**src/rtl/lrpc_pkg.sv**
```systemverilog
`default_nettype none

package lrpc_pkg;

  localparam int TABLE_ROWS_DEF = 256;
  localparam int ROWS_W         = 9;
  localparam int ROW_IDX_W      = 8;
  localparam int KEY_W          = 8;
  localparam int COMP_W         = 8;
  localparam int BOUND_W        = 10;
  // priority encode runs over groups of PRIO_GRP match bits
  localparam int PRIO_GRP       = 16;
  localparam int PRIO_LOC_W     = 4;

  typedef logic signed [BOUND_W-1:0] bound_t;

  localparam bound_t BOUND_MIN = -10'sd1;
  localparam bound_t BOUND_MAX = 10'sd256;

  typedef enum logic {
    CMD_WRITE = 1'b0,
    CMD_PIXEL = 1'b1
  } cmd_t;

  typedef struct packed {
    logic valid;
    cmd_t cmd;
  } stage_ctl_t;

  typedef struct packed {
    bound_t first_low;
    bound_t first_high;
    bound_t second_low;
    bound_t second_high;
  } bounds_t;

  // payload that rides down the pipe alongside the match result
  typedef struct packed {
    logic                  row_ok;
    logic [ROW_IDX_W-1:0]  row_index;
    bounds_t               bounds;
    logic [COMP_W-1:0]     first_comp;
    logic [COMP_W-1:0]     second_comp;
  } carry_t;

  function automatic bound_t clamp_bound(input bound_t b);
    bound_t res;
    res = b;
    if (b < BOUND_MIN) begin
      res = BOUND_MIN;
    end else if (b > BOUND_MAX) begin
      res = BOUND_MAX;
    end
    return res;
  endfunction

endpackage

`default_nettype wire

```
**src/rtl/lrpc_key_match.sv**
```systemverilog
`default_nettype none

module lrpc_key_match
  import lrpc_pkg::*;
#(
  parameter int TABLE_ROWS = TABLE_ROWS_DEF
) (
  input  wire logic                  clk,
  input  wire logic                  rst_n,
  input  wire logic                  adv,
  input  wire logic [ROWS_W-1:0]     rows_in_use,
  input  wire stage_ctl_t            s1_ctl,
  input  wire logic [KEY_W-1:0]      s1_key,
  input  wire logic [KEY_W-1:0]      s1_level,
  input  wire carry_t                s1_carry,
  output stage_ctl_t                 s2_ctl_r,
  output logic [TABLE_ROWS-1:0]      s2_match_r,
  output carry_t                     s2_carry_r
);

  logic [KEY_W-1:0]      key_r [TABLE_ROWS];
  logic [TABLE_ROWS-1:0] match_nxt;
  logic                  wr_en;

  assign wr_en = adv && s1_ctl.valid && (s1_ctl.cmd == CMD_WRITE) && s1_carry.row_ok;

  // one key register and one comparator per table row
  for (genvar i = 0; i < TABLE_ROWS; i++) begin : g_row
    always_ff @(posedge clk) begin
      if (wr_en && (32'(s1_carry.row_index) == 32'(i))) begin
        key_r[i] <= s1_key;
      end
    end

    assign match_nxt[i] = (s1_ctl.cmd == CMD_PIXEL) && (key_r[i] == s1_level) &&
                          (32'(rows_in_use) > 32'(i));
  end

  always_ff @(posedge clk) begin
    if (!rst_n) begin
      s2_ctl_r <= '0;
    end else if (adv) begin
      s2_ctl_r <= s1_ctl;
    end
  end

  always_ff @(posedge clk) begin
    if (adv) begin
      s2_match_r <= match_nxt;
      s2_carry_r <= s1_carry;
    end
  end

endmodule

`default_nettype wire

```
**config.mk**
```make
export PLATFORM = sky130hd
export DESIGN_NAME = lrpc_key_match
export DESIGN_NICKNAME = d
export VERILOG_FILES = /design/src/rtl/lrpc_pkg.sv /design/src/rtl/lrpc_key_match.sv
export SDC_FILE = /design/constraint.sdc
export NUM_CORES = 2
export LEC_CHECK = 0
export BUFFER_PORTS_ARGS = -buffer_cell sky130_fd_sc_hd__buf_4
export CAP_MARGIN = 20
export CORE_MARGIN = 5
export CORE_UTILIZATION = 62
export CTS_BUF_LIST = sky130_fd_sc_hd__clkbuf_2
export CTS_CLUSTER_DIAMETER = 60
export DETAILED_ROUTE_END_ITERATION = 8
export GPL_TIMING_DRIVEN = 0
export PLACE_DENSITY = 0.82
export SETUP_SLACK_MARGIN = 0.1
export SLEW_MARGIN = 0
export SYNTH_ARGS = -nofsm -noshare
export SYNTH_HDL_FRONTEND = slang
export SYNTH_SLANG_ARGS = --single-unit
export TNS_END_PERCENT = 20
```
**constraint.sdc**
```tcl
create_clock -name clk -period 6 [get_ports clk]
set_clock_uncertainty 0.1 [all_clocks]
set_input_delay 1.2 -clock clk [delete_from_list [all_inputs] [get_ports clk]]
set_output_delay 1.2 -clock clk [all_outputs]
set_load 0.02 [all_outputs]
```
== After elaboration in Yosys (flattened, before gate mapping) ==
Memories as Yosys holds them, arrays and structs flattened.
Cells that the tools add are included.
Storage, ports and cells
  flip-flop bits (word level): 323
  bits in writable memories: 2048
  memories kept: 1
Operators by class
  $lt $le $gt $ge: 256
  equality and inequality tests: 511
  muxes and demuxes: 1277
  bitwise operators: 1
  reductions and logical operators: 1027
Memories
  key_r: depth 256, width 8, rd ports 256, clocked after Yosys merged registers in 0, write ports 1, line lrpc_key_match.sv:21  | logic [KEY_W-1:0] key_r [TABLE_ROWS];
Operators by type and width (count)
  $mux W8: 510
  $eq A8 B8 Y1: 256
  $reduce_or A8 Y1: 255
  $gt A9 B8 Y1 const B: 128
  $eq A8 B8 Y1 const B: 128
  $logic_and A1 B1 Y1: 771
  $mux W1: 767
  $gt A9 B7 Y1 const B: 64
  $eq A8 B7 Y1 const B: 64
  $gt A9 B6 Y1 const B: 32
  $eq A8 B6 Y1 const B: 32
  $gt A9 B5 Y1 const B: 16
  $eq A8 B5 Y1 const B: 16
  $gt A9 B4 Y1 const B: 8
  $eq A8 B4 Y1 const B: 8
  $gt A9 B3 Y1 const B: 4
  $eq A8 B3 Y1 const B: 4
  $gt A9 B1 Y1 const B: 2
  $gt A9 B2 Y1 const B: 2
  $eq A8 B2 Y1 const B: 2
  $eq A8 B1 Y1 const B: 1
  $logic_not A8 Y1: 1
  $not A1 Y1: 1

== Longest topological paths before layout ==
  word-level depth: 262
  mapped depth: 8
  gate-level depth less buffers: 4

== Worst setup path before layout ==
Ideal clock, no wire load.
  kind: input port to flip-flop
  start point: in s1_carry[62] in the netlist's numbering
  end point: mem key_r[112][0], in the netlist key_r[0][896] (enable)
  arrival time: 3059 ps
  slack: 2443 ps
  stages: 4
  path through: clkbuf_1 -> nand4b_1 -> or2_2 -> nor4b_1
Between the ends
  longest elaborated chain between the ends: 260
RTL lines
  start, declared: line lrpc_key_match.sv:15  | input wire carry_t s1_carry,
  $eq A8 B1 Y1: line lrpc_key_match.sv:30  | if (wr_en && (32'(s1_carry.row_index) == 32'(i))) begin
  $logic_and A1 B1 Y1: line lrpc_key_match.sv:30
  $mux W1: line lrpc_key_match.sv:30
  $mux W1 (not written as such): line lrpc_key_match.sv:31  | key_r[i] <= s1_key;
  $reduce_or A8 Y1 (no line)
  $mux W8 (no line) or $mux W1 (tied branches) (255 in a row)
  end, declared: line lrpc_key_match.sv:21
Several ways; a longest one is shown, not always the timed one.

== Worst setup path after layout ==
  start point: in adv
  end point: mem key_r[12][3], in the netlist key_r[0][99] (enable)
Between the ends
  longest elaborated chain between the ends: 262
RTL lines
  start, declared: line lrpc_key_match.sv:10  | input wire logic adv,
  $logic_and A1 B1 Y1 (*) (3 in a row): line lrpc_key_match.sv:25  | assign wr_en = adv && s1_ctl.valid && (s1_ctl.cmd == CMD_WRITE) && s1_carry.row_ok;
  $logic_and A1 B1 Y1: line lrpc_key_match.sv:30
  $mux W1: line lrpc_key_match.sv:30
  $mux W1 (not written as such): line lrpc_key_match.sv:31
  $reduce_or A8 Y1 (no line)
  $mux W8 (no line) or $mux W1 (tied branches) (255 in a row)
Mark *: on every way between the ends. The rest lies on a longest branch, timed or not.

==> run summary <==
synthesized net count -> 6487
DRT iter0 DRCs -> 13100
Synth area leaders -> edfxtp_1, xnor2_1, xor2_1, nand4_1, nor4_1
max-cap violations -> 0
Root Driver -> clkbuf_2
nets -> 7746
total vias in the final route -> 69300
row count -> 147
Post-DP HPWL -> 277000 µm
Routed WL -> 425000 µm
CP Max Fanout -> 126
Seq/Total Area, Yosys -> 0.713
Top Ports -> 418
Finish-stage setup viols -> 0
Synth top area share -> 0.713
CTS tree -> built
Syn Inst Count -> 6392
share of cells above drive strength 1 -> 0.211
clk buf depth -> 4
Fin. Hold Viols -> 0
Setup crit start kind -> input port
clk sinks -> 2371
Post-synth EDFFs -> 2369
synthesized area per cell -> 15.6 µm²
Power Density -> 285 nW/µm²
fin crit period -> 5.41 ns
per-cell routed wire length -> 41.4 µm
fmax -> 185 MHz
final std cells w/o fill -> 10300
post-synthesis cell type count -> 71
status -> finished, final reports clean
FFs w/ async S/R, synth -> 0
Req. time, crit path -> 7.50 ns
CP Class -> input port to register
PortBufs -> 407
number of buffers created by CTS -> 586
crit end category -> register
Total GRT Usage -> 0.497
grt ovf -> 0
RSZ-0062 raised after global routing -> no
Arr. time, crit path -> 6.90 ns
post-route ant nets -> 0
Design Area, Final -> 114000 µm²
clock slew seen by the registers of the worst setup and hold paths -> 0.10 ns
post-synthesis register bit count -> 2371
Die W -> 411 µm
Die ar. -> 169000 µm²
crit share post-route -> 0.901
Final Util -> 0.712
Starting Density -> 0.622
most common cell after layout, fill and taps aside -> edfxtp_1
first-pass GRT wire length -> 554000 µm
Avg Vias per Cell -> 6.74
Main synth FF type -> edfxtp_1
Max H-tree Level -> 6
Mapped Area -> 99800 µm²
Core Area -> 160000 µm²
vias in the first global route -> 64900
largest net degree at the start of global routing -> 127
worst-margin pin slew -> 1.46 ns
Max-slew headroom -> 0.0273
post-CTS setup buffer count -> 0
hold crit path type -> input port to register
placed insts -> 9046
area grow syn2layout -> 14.3%
CTS Hold Bufs -> 166
post-cts resize count -> 0
commonest cells after routing, fill and taps aside -> edfxtp_1, xnor2_1, clkbuf_2, xor2_1, buf_4
GPL Wtd Cong -> 1.08
chip height -> 411 µm
antenna violations before repair -> 67
Syn. warnings -> 0
Final Max Slew Viols -> 0
Post-DP Area -> 107000 µm²
number of remaining DRC errors -> 0
leakage power figure -> 37.5 nW
Worst VDD drop -> 0.000261 V
worst skew pair latency -> 2.07 ns
post-synth top area cell -> edfxtp_1
DR pass1 iterations -> 6
[cells in the mapped netlist (all sizes together) (17+ instances only)]
library cell,count
a21oi,29
and3,19
buf,267
clkbuf,74
edfxtp,2369
nand2,98
nand3,60
nand4,301
nor2,346
nor2b,18
nor3,167
nor4,248
o211ai,40
o21ai,120
o31ai,17
xnor2,1210
xor2,838
[where the power goes]
| group | switching (mW) | internal [mW] | leakage (nW) | total (mW) |
|---|---|---|---|---|
| clock network | 6.68 | 4.19 | 3.92 | 10.9 |
| logic | 2.39 | 0.861 | 12.1 | 3.25 |
| registers | 0.0480 | 18.3 | 21.5 | 18.4 |
| total | 9.12 | 23.4 | 37.5 | 32.5 |
[per-layer routing]
metal	wire length [µm]	up-vias	global-route usage
met4	40400	46	0.378
met5	524	-	0
met3	72200	1760	0.214
met2	174000	7463	0.686
li1	-	26400	-
met1	138000	33600	0.619
[cell type report]
cell class | instances | area [µm²]
Sequential cell | 2371 | 71200
Fill cell | 10100 | 46200
Multi-Input combinational cell | 3674 | 27100
Timing Repair Buffer | 671 | 6220
Clock buffer | 825 | 4130
Tap cell | 2160 | 2700
Buffer | 341 | 1680
Clock inverter | 171 | 985
Antenna cell | 56 | 140
Inverter | 6 | 22.5
[worst paths after layout]
check	from	to	slack (ns)	cells past startpoint
min	s1_key[5]	key_r[0][245]	0.17	2
max	adv	key_r[0][99]	0.59	9
max reg2reg	key_r[1][205]	s2_match_r[153]	3.01	4
min reg2reg	s2_ctl_r[0]	s2_ctl_r[0]	0.46	2
[critical path: stages]
cell           delay, ns
dlygate4sd3_1       0.52
dlygate4sd3_1       0.58
buf_8               0.31
buf_16              0.42
nand4b_1            0.49
nor3_1              0.55
nand3_1             1.06
clkbuf_1            0.73
nor2_1              0.74
[state kept, by name (all words and copies together) (netlist names)]
| register | count |
|---|---|
| key_r | 2048 |
| s2_match_r | 256 |
| s2_carry_r | 65 |
| s2_ctl_r | 2 |
[logic make-up after synthesis]
family / Yosys count / share of synthesized area
compound gates: 310 / 0.0203
xor+xnor: 2048 / 0.180
buf+inv: 347 / 0.0167
flops: 2371 / 0.713
mux: 2 / 0.000201
simple gates: 1314 / 0.0702
[through the flow]
step | setup TNS [ns] | setup slack (ns) | total power [mW] | hold WS, ns
after detailed placement | -2.68 | -0.101 | 21.7 | 0.434
after global placement | -4312.60 | -3.10 | 21.6 | 0.399
after CTS | 0 | 1.18 | 32.0 | 0.00340
final | 0 | 0.593 | 32.5 | 0.170
after global routing | 0 | 0.827 | 33.2 | 0.0839
after floorplan | 0 | 2.44 | 20.0 | 0.489
No activity file was read; power rests on OpenSTA's default activity.
