### src/rtl/lrpc_pkg.sv
`default_nettype none

package lrpc_pkg;

  localparam int TABLE_ROWS_DEF = 256;
  localparam int ROWS_W         = 9;
  localparam int ROW_IDX_W      = 8;
  localparam int KEY_W          = 8;
  localparam int COMP_W         = 8;
  localparam int BOUND_W        = 10;
  // priority encode runs over groups of PRIO_GRP match bits
  localparam int PRIO_GRP       = 16;
  localparam int PRIO_LOC_W     = 4;

  typedef logic signed [BOUND_W-1:0] bound_t;

  localparam bound_t BOUND_MIN = -10'sd1;
  localparam bound_t BOUND_MAX = 10'sd256;

  typedef enum logic {
    CMD_WRITE = 1'b0,
    CMD_PIXEL = 1'b1
  } cmd_t;

  typedef struct packed {
    logic valid;
    cmd_t cmd;
  } stage_ctl_t;

  typedef struct packed {
    bound_t first_low;
    bound_t first_high;
    bound_t second_low;
    bound_t second_high;
  } bounds_t;

  // payload that rides down the pipe alongside the match result
  typedef struct packed {
    logic                  row_ok;
    logic [ROW_IDX_W-1:0]  row_index;
    bounds_t               bounds;
    logic [COMP_W-1:0]     first_comp;
    logic [COMP_W-1:0]     second_comp;
  } carry_t;

  function automatic bound_t clamp_bound(input bound_t b);
    bound_t res;
    res = b;
    if (b < BOUND_MIN) begin
      res = BOUND_MIN;
    end else if (b > BOUND_MAX) begin
      res = BOUND_MAX;
    end
    return res;
  endfunction

endpackage

`default_nettype wire

### src/rtl/lrpc_prio_enc.sv
`default_nettype none

module lrpc_prio_enc
  import lrpc_pkg::*;
#(
  parameter int TABLE_ROWS = TABLE_ROWS_DEF,
  parameter int IDX_W      = 8
) (
  input  wire logic                  clk,
  input  wire logic                  rst_n,
  input  wire logic                  adv,
  input  wire stage_ctl_t            s2_ctl,
  input  wire logic [TABLE_ROWS-1:0] s2_match,
  input  wire carry_t                s2_carry,
  output stage_ctl_t                 s4_ctl_r,
  output logic                       s4_hit_r,
  output logic [IDX_W-1:0]           s4_idx_r,
  output carry_t                     s4_carry_r
);

  localparam int NGRP  = (TABLE_ROWS + PRIO_GRP - 1) / PRIO_GRP;
  localparam int GRP_W = (NGRP > 1) ? $clog2(NGRP) : 1;
  localparam int PAD   = NGRP * PRIO_GRP;

  logic [PAD-1:0]        match_pad;
  logic [NGRP-1:0]       grp_any_nxt;
  logic [PRIO_LOC_W-1:0] grp_loc_nxt [NGRP];

  stage_ctl_t            s3_ctl_r;
  logic [NGRP-1:0]       s3_any_r;
  logic [PRIO_LOC_W-1:0] s3_loc_r [NGRP];
  carry_t                s3_carry_r;

  logic                  hit_nxt;
  logic [IDX_W-1:0]      idx_nxt;

  assign match_pad = PAD'(s2_match);

  // first level: lowest set bit inside each group
  always_comb begin
    for (int g = 0; g < NGRP; g++) begin
      grp_any_nxt[g] = |match_pad[g*PRIO_GRP +: PRIO_GRP];
      grp_loc_nxt[g] = '0;
      for (int j = PRIO_GRP - 1; j >= 0; j--) begin
        if (match_pad[g*PRIO_GRP + j]) begin
          grp_loc_nxt[g] = PRIO_LOC_W'(j);
        end
      end
    end
  end

  always_ff @(posedge clk) begin
    if (!rst_n) begin
      s3_ctl_r <= '0;
    end else if (adv) begin
      s3_ctl_r <= s2_ctl;
    end
  end

  always_ff @(posedge clk) begin
    if (adv) begin
      s3_any_r   <= grp_any_nxt;
      s3_loc_r   <= grp_loc_nxt;
      s3_carry_r <= s2_carry;
    end
  end

  // second level: lowest group that holds a match
  always_comb begin
    hit_nxt = |s3_any_r;
    idx_nxt = '0;
    for (int g = NGRP - 1; g >= 0; g--) begin
      if (s3_any_r[g]) begin
        idx_nxt = IDX_W'({GRP_W'(g), s3_loc_r[g]});
      end
    end
  end

  always_ff @(posedge clk) begin
    if (!rst_n) begin
      s4_ctl_r <= '0;
    end else if (adv) begin
      s4_ctl_r <= s3_ctl_r;
    end
  end

  always_ff @(posedge clk) begin
    if (adv) begin
      s4_hit_r   <= hit_nxt;
      s4_idx_r   <= idx_nxt;
      s4_carry_r <= s3_carry_r;
    end
  end

endmodule

`default_nettype wire

### config.mk
export PLATFORM = sky130hd
export DESIGN_NAME = lrpc_prio_enc
export DESIGN_NICKNAME = d
export VERILOG_FILES = /design/src/rtl/lrpc_pkg.sv /design/src/rtl/lrpc_prio_enc.sv
export SDC_FILE = /design/constraint.sdc
export NUM_CORES = 1
export LEC_CHECK = 0
export ABC_AREA = 1
export BUFFER_PORTS_ARGS = -buffer_cell sky130_fd_sc_hd__buf_2
export CAP_MARGIN = 0
export CORE_MARGIN = 2
export CORE_UTILIZATION = 35
export DETAILED_ROUTE_END_ITERATION = 8
export GPL_ROUTABILITY_DRIVEN = 0
export GPL_TIMING_DRIVEN = 0
export PLACE_DENSITY_LB_ADDON = 0.12
export SLEW_MARGIN = 20
export SYNTH_ARGS = -nofsm -noshare
export SYNTH_HDL_FRONTEND = slang
export SYNTH_SLANG_ARGS = --single-unit
### constraint.sdc
create_clock -name clk -period 2.6 [get_ports clk]
set_clock_uncertainty 0.2 [all_clocks]
set_input_delay 0 -clock clk [delete_from_list [all_inputs] [get_ports clk]]
set_output_delay 0 -clock clk [all_outputs]
set_load 0.02 [all_outputs]
-- After elaboration in Yosys (flattened, before gate mapping)
Index checks and enable logic that the tools add are counted.
- eq/ne operators: 0
- muxes and demuxes: 256
- order comparisons: 0
- shifts and indexed selects: 0
- bitwise gates (word level): 0
- div/mod/pow operators: 0
- $add $sub $neg: 0
- reduce and logical (&&, ||, !) cells: 68
- multiply operators: 0
- operator list (operator ; count):
    4-bit 2-to-1 mux ; 129
    16-bit OR reduction ; 17
    3-bit 2-to-1 mux ; 64
    8-bit OR reduction ; 17
    4-bit OR reduction ; 17
    2-bit 2-to-1 mux ; 32
    8-bit 2-to-1 mux ; 8
    2-bit OR reduction ; 17
    7-bit 2-to-1 mux ; 4
    1-bit 2-to-1 mux ; 16
    6-bit 2-to-1 mux ; 2
    5-bit 2-to-1 mux ; 1
- memories: 0
- logic and storage cells: 415
- RAM bits: 0
- memory bits (read-only): 0
- bits in latches: 0
- bits in registers: 223

-- Logic depth before layout (Yosys ltp)
- depth in word-level cells: 16
- depth in mapped cells: 17
- mapped depth without buffers: 17

-- Worst setup path after synthesis
No wires, ideal clock.
- path type: register to register
- start point: register s3_any_r[8]
- end point: register s4_idx_r[0] (data pin)
- stages on the path, launching flop included: 9
- arrival: 1.194 ns
- data required time: 2.139 ns
- path slack: 0.945 ns
- cells stage by stage: edfxtp_1 nor2_1 inv_1 a221oi_1 nand2_1 nand2_1 nand2_1 a21oi_1 o21ai_1
- longest elaborated chain between the ends: 9
- RTL lines (what ; line ; RTL):
    start, declared ; lrpc_prio_enc.sv:30 ; logic [NGRP-1:0] s3_any_r;
    start signal, assigned ; lrpc_prio_enc.sv:62 ; s3_any_r <= grp_any_nxt;
    8-bit 2-to-1 mux ; lrpc_prio_enc.sv:73 ; if (s3_any_r[g]) begin
    7-bit 2-to-1 mux (4 in a row) ; lrpc_prio_enc.sv:73 ;
    6-bit 2-to-1 mux (2 in a row) ; lrpc_prio_enc.sv:73 ;
    5-bit 2-to-1 mux ; lrpc_prio_enc.sv:73 ;
    4-bit 2-to-1 mux ; lrpc_prio_enc.sv:73 ;
    net idx_nxt[0] ; lrpc_prio_enc.sv:35 ; logic [IDX_W-1:0] idx_nxt;
    end signal, assigned ; lrpc_prio_enc.sv:90 ; s4_idx_r <= idx_nxt;
    end, declared ; lrpc_prio_enc.sv:17 ; output logic [IDX_W-1:0] s4_idx_r,
The timed path passes the listed nets, and every way through them passes these cells.
A chain may end at the register's enable or synchronous reset.

-- Worst setup path in the final report
- start point: input port s2_match[65]
- end point: register s3_loc_r[47] in the netlist's numbering (data pin)
- longest elaborated chain between the ends: 1
- RTL lines (what ; line ; RTL):
    start, declared ; lrpc_prio_enc.sv:13 ; input wire logic [TABLE_ROWS-1:0] s2_match,
    8-bit OR reduction (no source line) ; -- ;
    end signal, assigned ; lrpc_prio_enc.sv:63 ; s3_loc_r <= grp_loc_nxt;
    end, declared ; lrpc_prio_enc.sv:31 ; logic [PRIO_LOC_W-1:0] s3_loc_r [NGRP];
Every way passes these cells.

==> key figures <==
Status
  – Outcome: complete, no violations

Logic synthesis
  – Top FF cell, synth: edfxtp_1
  – Mapped Area: ~10000 µm²
  – Mapped Nets: 1424
  – Commonest cells post-synth: 224 x inv_1, 219 x edfxtp_1, 212 x nand2_1
  – Yosys cell types: 29
  – Flops & latches, synth: ~220
  – Post-Synthesis Cells: approximately 1.1k
  – Yosys top cell area share: 0.6277
  – Synth warn: 0
  – Register area share after synthesis: 0.6353
  – Top-count cell post-synth: inv_1
  – FFs w/ async S/R, synth: 0
  – Number of enable flip-flop cells after synthesis: 219
  – Mean post-synth cell area: 9.542 µm²
  – Area leader, netlist: edfxtp_1
  – Ranking of synthesized cells by area: edfxtp_1 63%, inv_1 8.0%, nand2_1 7.6%, nor2_1 5.3%, a21oi_1 4.3%

Floorplan
  – Boundary Pins: 402
  – Initial Util: 0.3545
  – Std-Cell Rows: 63
  – DIE WIDTH: between 150 and 200 µm
  – Die area: roughly 31000 µm²
  – Core Area: 29560 µm²
  – Die Y: 177.0 µm

GRT
  – First-pass GRT wire length: between 40000 and 50000 µm
  – Initial antenna violation count: 0
  – Vias in the first global route: 9751
  – Congestion Overflow GR: 0
  – Largest net degree at the start of global routing: 94
  – Gr usage total: 0.1719

CTS
  – CTS Buffer Depth: 3
  – Cts repair resizes: 0
  – Htree depth: 1
  – Worst-skew pair later-pin latency: 510 ps
  – CTS clk-pin slew, worst paths: 60 ps
  – Clock sinks: 223
  – CTS buffer count: 23
  – CTS tree: yes
  – Root buffer cell: clkbuf_16

Timing
  – RSZ-0062 raised after global routing: no
  – Final Cycle Share: 0.9022
  – Final hold violation count: 0
  – Period minus WS final: 2346 ps
  – Setup ws final: approximately 250 ps
  – Least-Margin Pin Slew: around 740 ps
  – Peak Freq: 0.4263 GHz
  – Fin. max-slew vios: 0
  – Relative slew slack: 0.4988
  – Final setup fails: 0

Pwr
  – Cell Pwr Density: approximately 500 nW/µm²
  – Worst VDD drop: 0.3298 mV
  – Leakage power: 7.807 nW

Finish
  – Final nets: about 2.2k
  – Layout fillers: 2663
  – Ratio of cells with drive above 1 in the final layout: 0.2513
  – Antenna diode count: 0
  – Synth-to-Final Area Change: 61.00%
  – Non-Filler Instances: 2244

Setup path
  – Worst-path cell chain: dlygate4sd3_1 -> buf_2 -> or2_2 -> nor3_1 -> dlygate4sd3_1 -> inv_1 -> nor3_1 -> dlygate4sd3_1
  – CP Class: in -> reg
  – Slowest cell on crit path: dlygate4sd3_1
  – Reg2reg end: s4_idx_r[2]$_DFFE_PP_
  – Worst reg2reg setup slack: 420 ps
  – Worst R2R Start: s3_any_r[12]$_DFFE_PP_
  – CP startpoint kind: input pin
  – Crit end category: register
  – Crit Path Max Fanout: 3
  – CP top delay family: buffers and inverters
  – WP data arrival: 2520 ps
  – Number of buffers and inverters on the critical path: 5
  – Max incr delay on CP: 590 ps
  – Most used cell, CP: dlygate4sd3_1
  – CP Launch Point: s2_match[65]
  – CP required: approximately 2800 ps
  – Worst reg2reg path depth: 8

Place
  – Hpwl dp: 20150 µm
  – Pre-CTS setup slack: roughly 450 ps
  – IO buf count: 401
  – Placed instance count: ~1.9k

Detailed routing
  – Antenna viol nets, final: 0
  – Iteration-0 DRC Markers: 418
  – Drt via density: 4.461
  – Avg WL per Cell: 12.33 µm
  – Routed WL: ~28000 µm
  – Drt first pass iters: 5
  – Vias: 10.01k
  – Residual DRC: 0

Min path
  – Min-Delay Path Depth: 2
  – Hold Path Class: in -> reg
  – Worst hold path endpoint: s3_carry_r[20]$_DFFE_PP_
  – Hold_sp: s2_carry[20]

Flow run
  – Max cap viols: 0
==> cell usage in the layout (no fill, tap or decap), types with 6 or more instances in the layout <==
master | netlist | routed
buf_2 | 0 | 400
dlygate4sd3_1 | 0 | 313
inv_1 | 224 | 224
edfxtp_1 | 219 | 219
nand2_1 | 212 | 212
nor2_1 | 148 | 148
a21oi_1 | 89 | 89
nand3_1 | 51 | 51
nor3_1 | 37 | 37
o21ai_0 | 26 | 26
clkbuf_16 | 0 | 23
or2_2 | 18 | 18
o311ai_0 | 18 | 18
nor4_1 | 16 | 16
clkinv_2 | 0 | 6
==> state kept, by name (all words and copies together), names as in the netlist <==
register,flops
s3_carry_r,65
s3_any_r,16
s4_hit_r,1
s3_loc_r,64
s3_ctl_r,2
s4_carry_r,65
s4_idx_r,8
s4_ctl_r,2
==> cells by family after synthesis <==
kind of cell | synth area share
simple gates | 0.1969
compound gates | 0.08574
buf+inv | 0.08204
flops | 0.6353
==> power by group <==
group,switching (mW),internal (mW)
Sequential,0.0767,4.24
Clock,1.29,1.73
Combinational,0.635,0.660
Total,2.01,6.62
==> layout make-up <==
class                           count  area, µm²  share of cell area
Inverter                          228      855.8             0.05073
Buffer                              1      3.754           0.0002225
Sequential cell                   223       6656              0.3946
Clock buffer                       25      583.1             0.03456
Clock inverter                     15      115.1            0.006824
Timing Repair Buffer              716       5205              0.3086
Multi-Input combinational cell    646       2962              0.1756
Tap cell                          390      488.0             0.02893
==> layer usage <==
layer / routed length, µm / global-route usage / vias up
met4: 561 / 0.04511 / 0
met5: 0 / 0 / -
met3: 2114 / 0.02792 / 41
met1: 11760 / 0.2191 / 4494
met2: 13220 / 0.3027 / 326
li1: - / - / 5149
==> worst max path at each step <==
stage / endpoint / depth (start not counted) / slack, ps
2_1_floorplan: s4_idx_r[0]$_DFFE_PP_ / 8 / 940
3_3_place_gp: s4_ctl_r[0]$_SDFFE_PN0P_ / 4 / -2040
3_5_place_dp: s4_idx_r[2]$_DFFE_PP_ / 8 / 450
4_1_cts: s3_loc_r[50]$_SDFFCE_PP0P_ / 9 / 40
5_1_grt: s3_loc_r[49]$_SDFFCE_PP0P_ / 10 / 150
6_report: s3_loc_r[47]$_SDFFCE_PP0P_ / 8 / 250
==> repair_timing <==
item                                   4_1_cts  5_1_grt
endpoints found under the hold margin      191        2
hold buffers                               312        2
setup endpoints to repair                    0        1
setup buffers                                0        0
==> per-stage QoR <==
stage / hold WS, ps / instance area (µm²) / utilization / total power [mW] / setup TNS [ps]
6_report: 20.19 / 16870 / 0.5707 / 8.629 / 0
5_1_grt: 1.223 / 16870 / 0.5707 / 9.037 / 0
4_1_cts: 0.06950 / 16860 / 0.5703 / 8.730 / 0
3_5_place_dp: -21.81 / 13040 / 0.4411 / 5.354 / 0
3_3_place_gp: -23.54 / 12970 / 0.4389 / 5.349 / -367330
2_1_floorplan: -101.1 / 10480 / - / 4.811 / 0
Power figures use the tool's default switching activity.
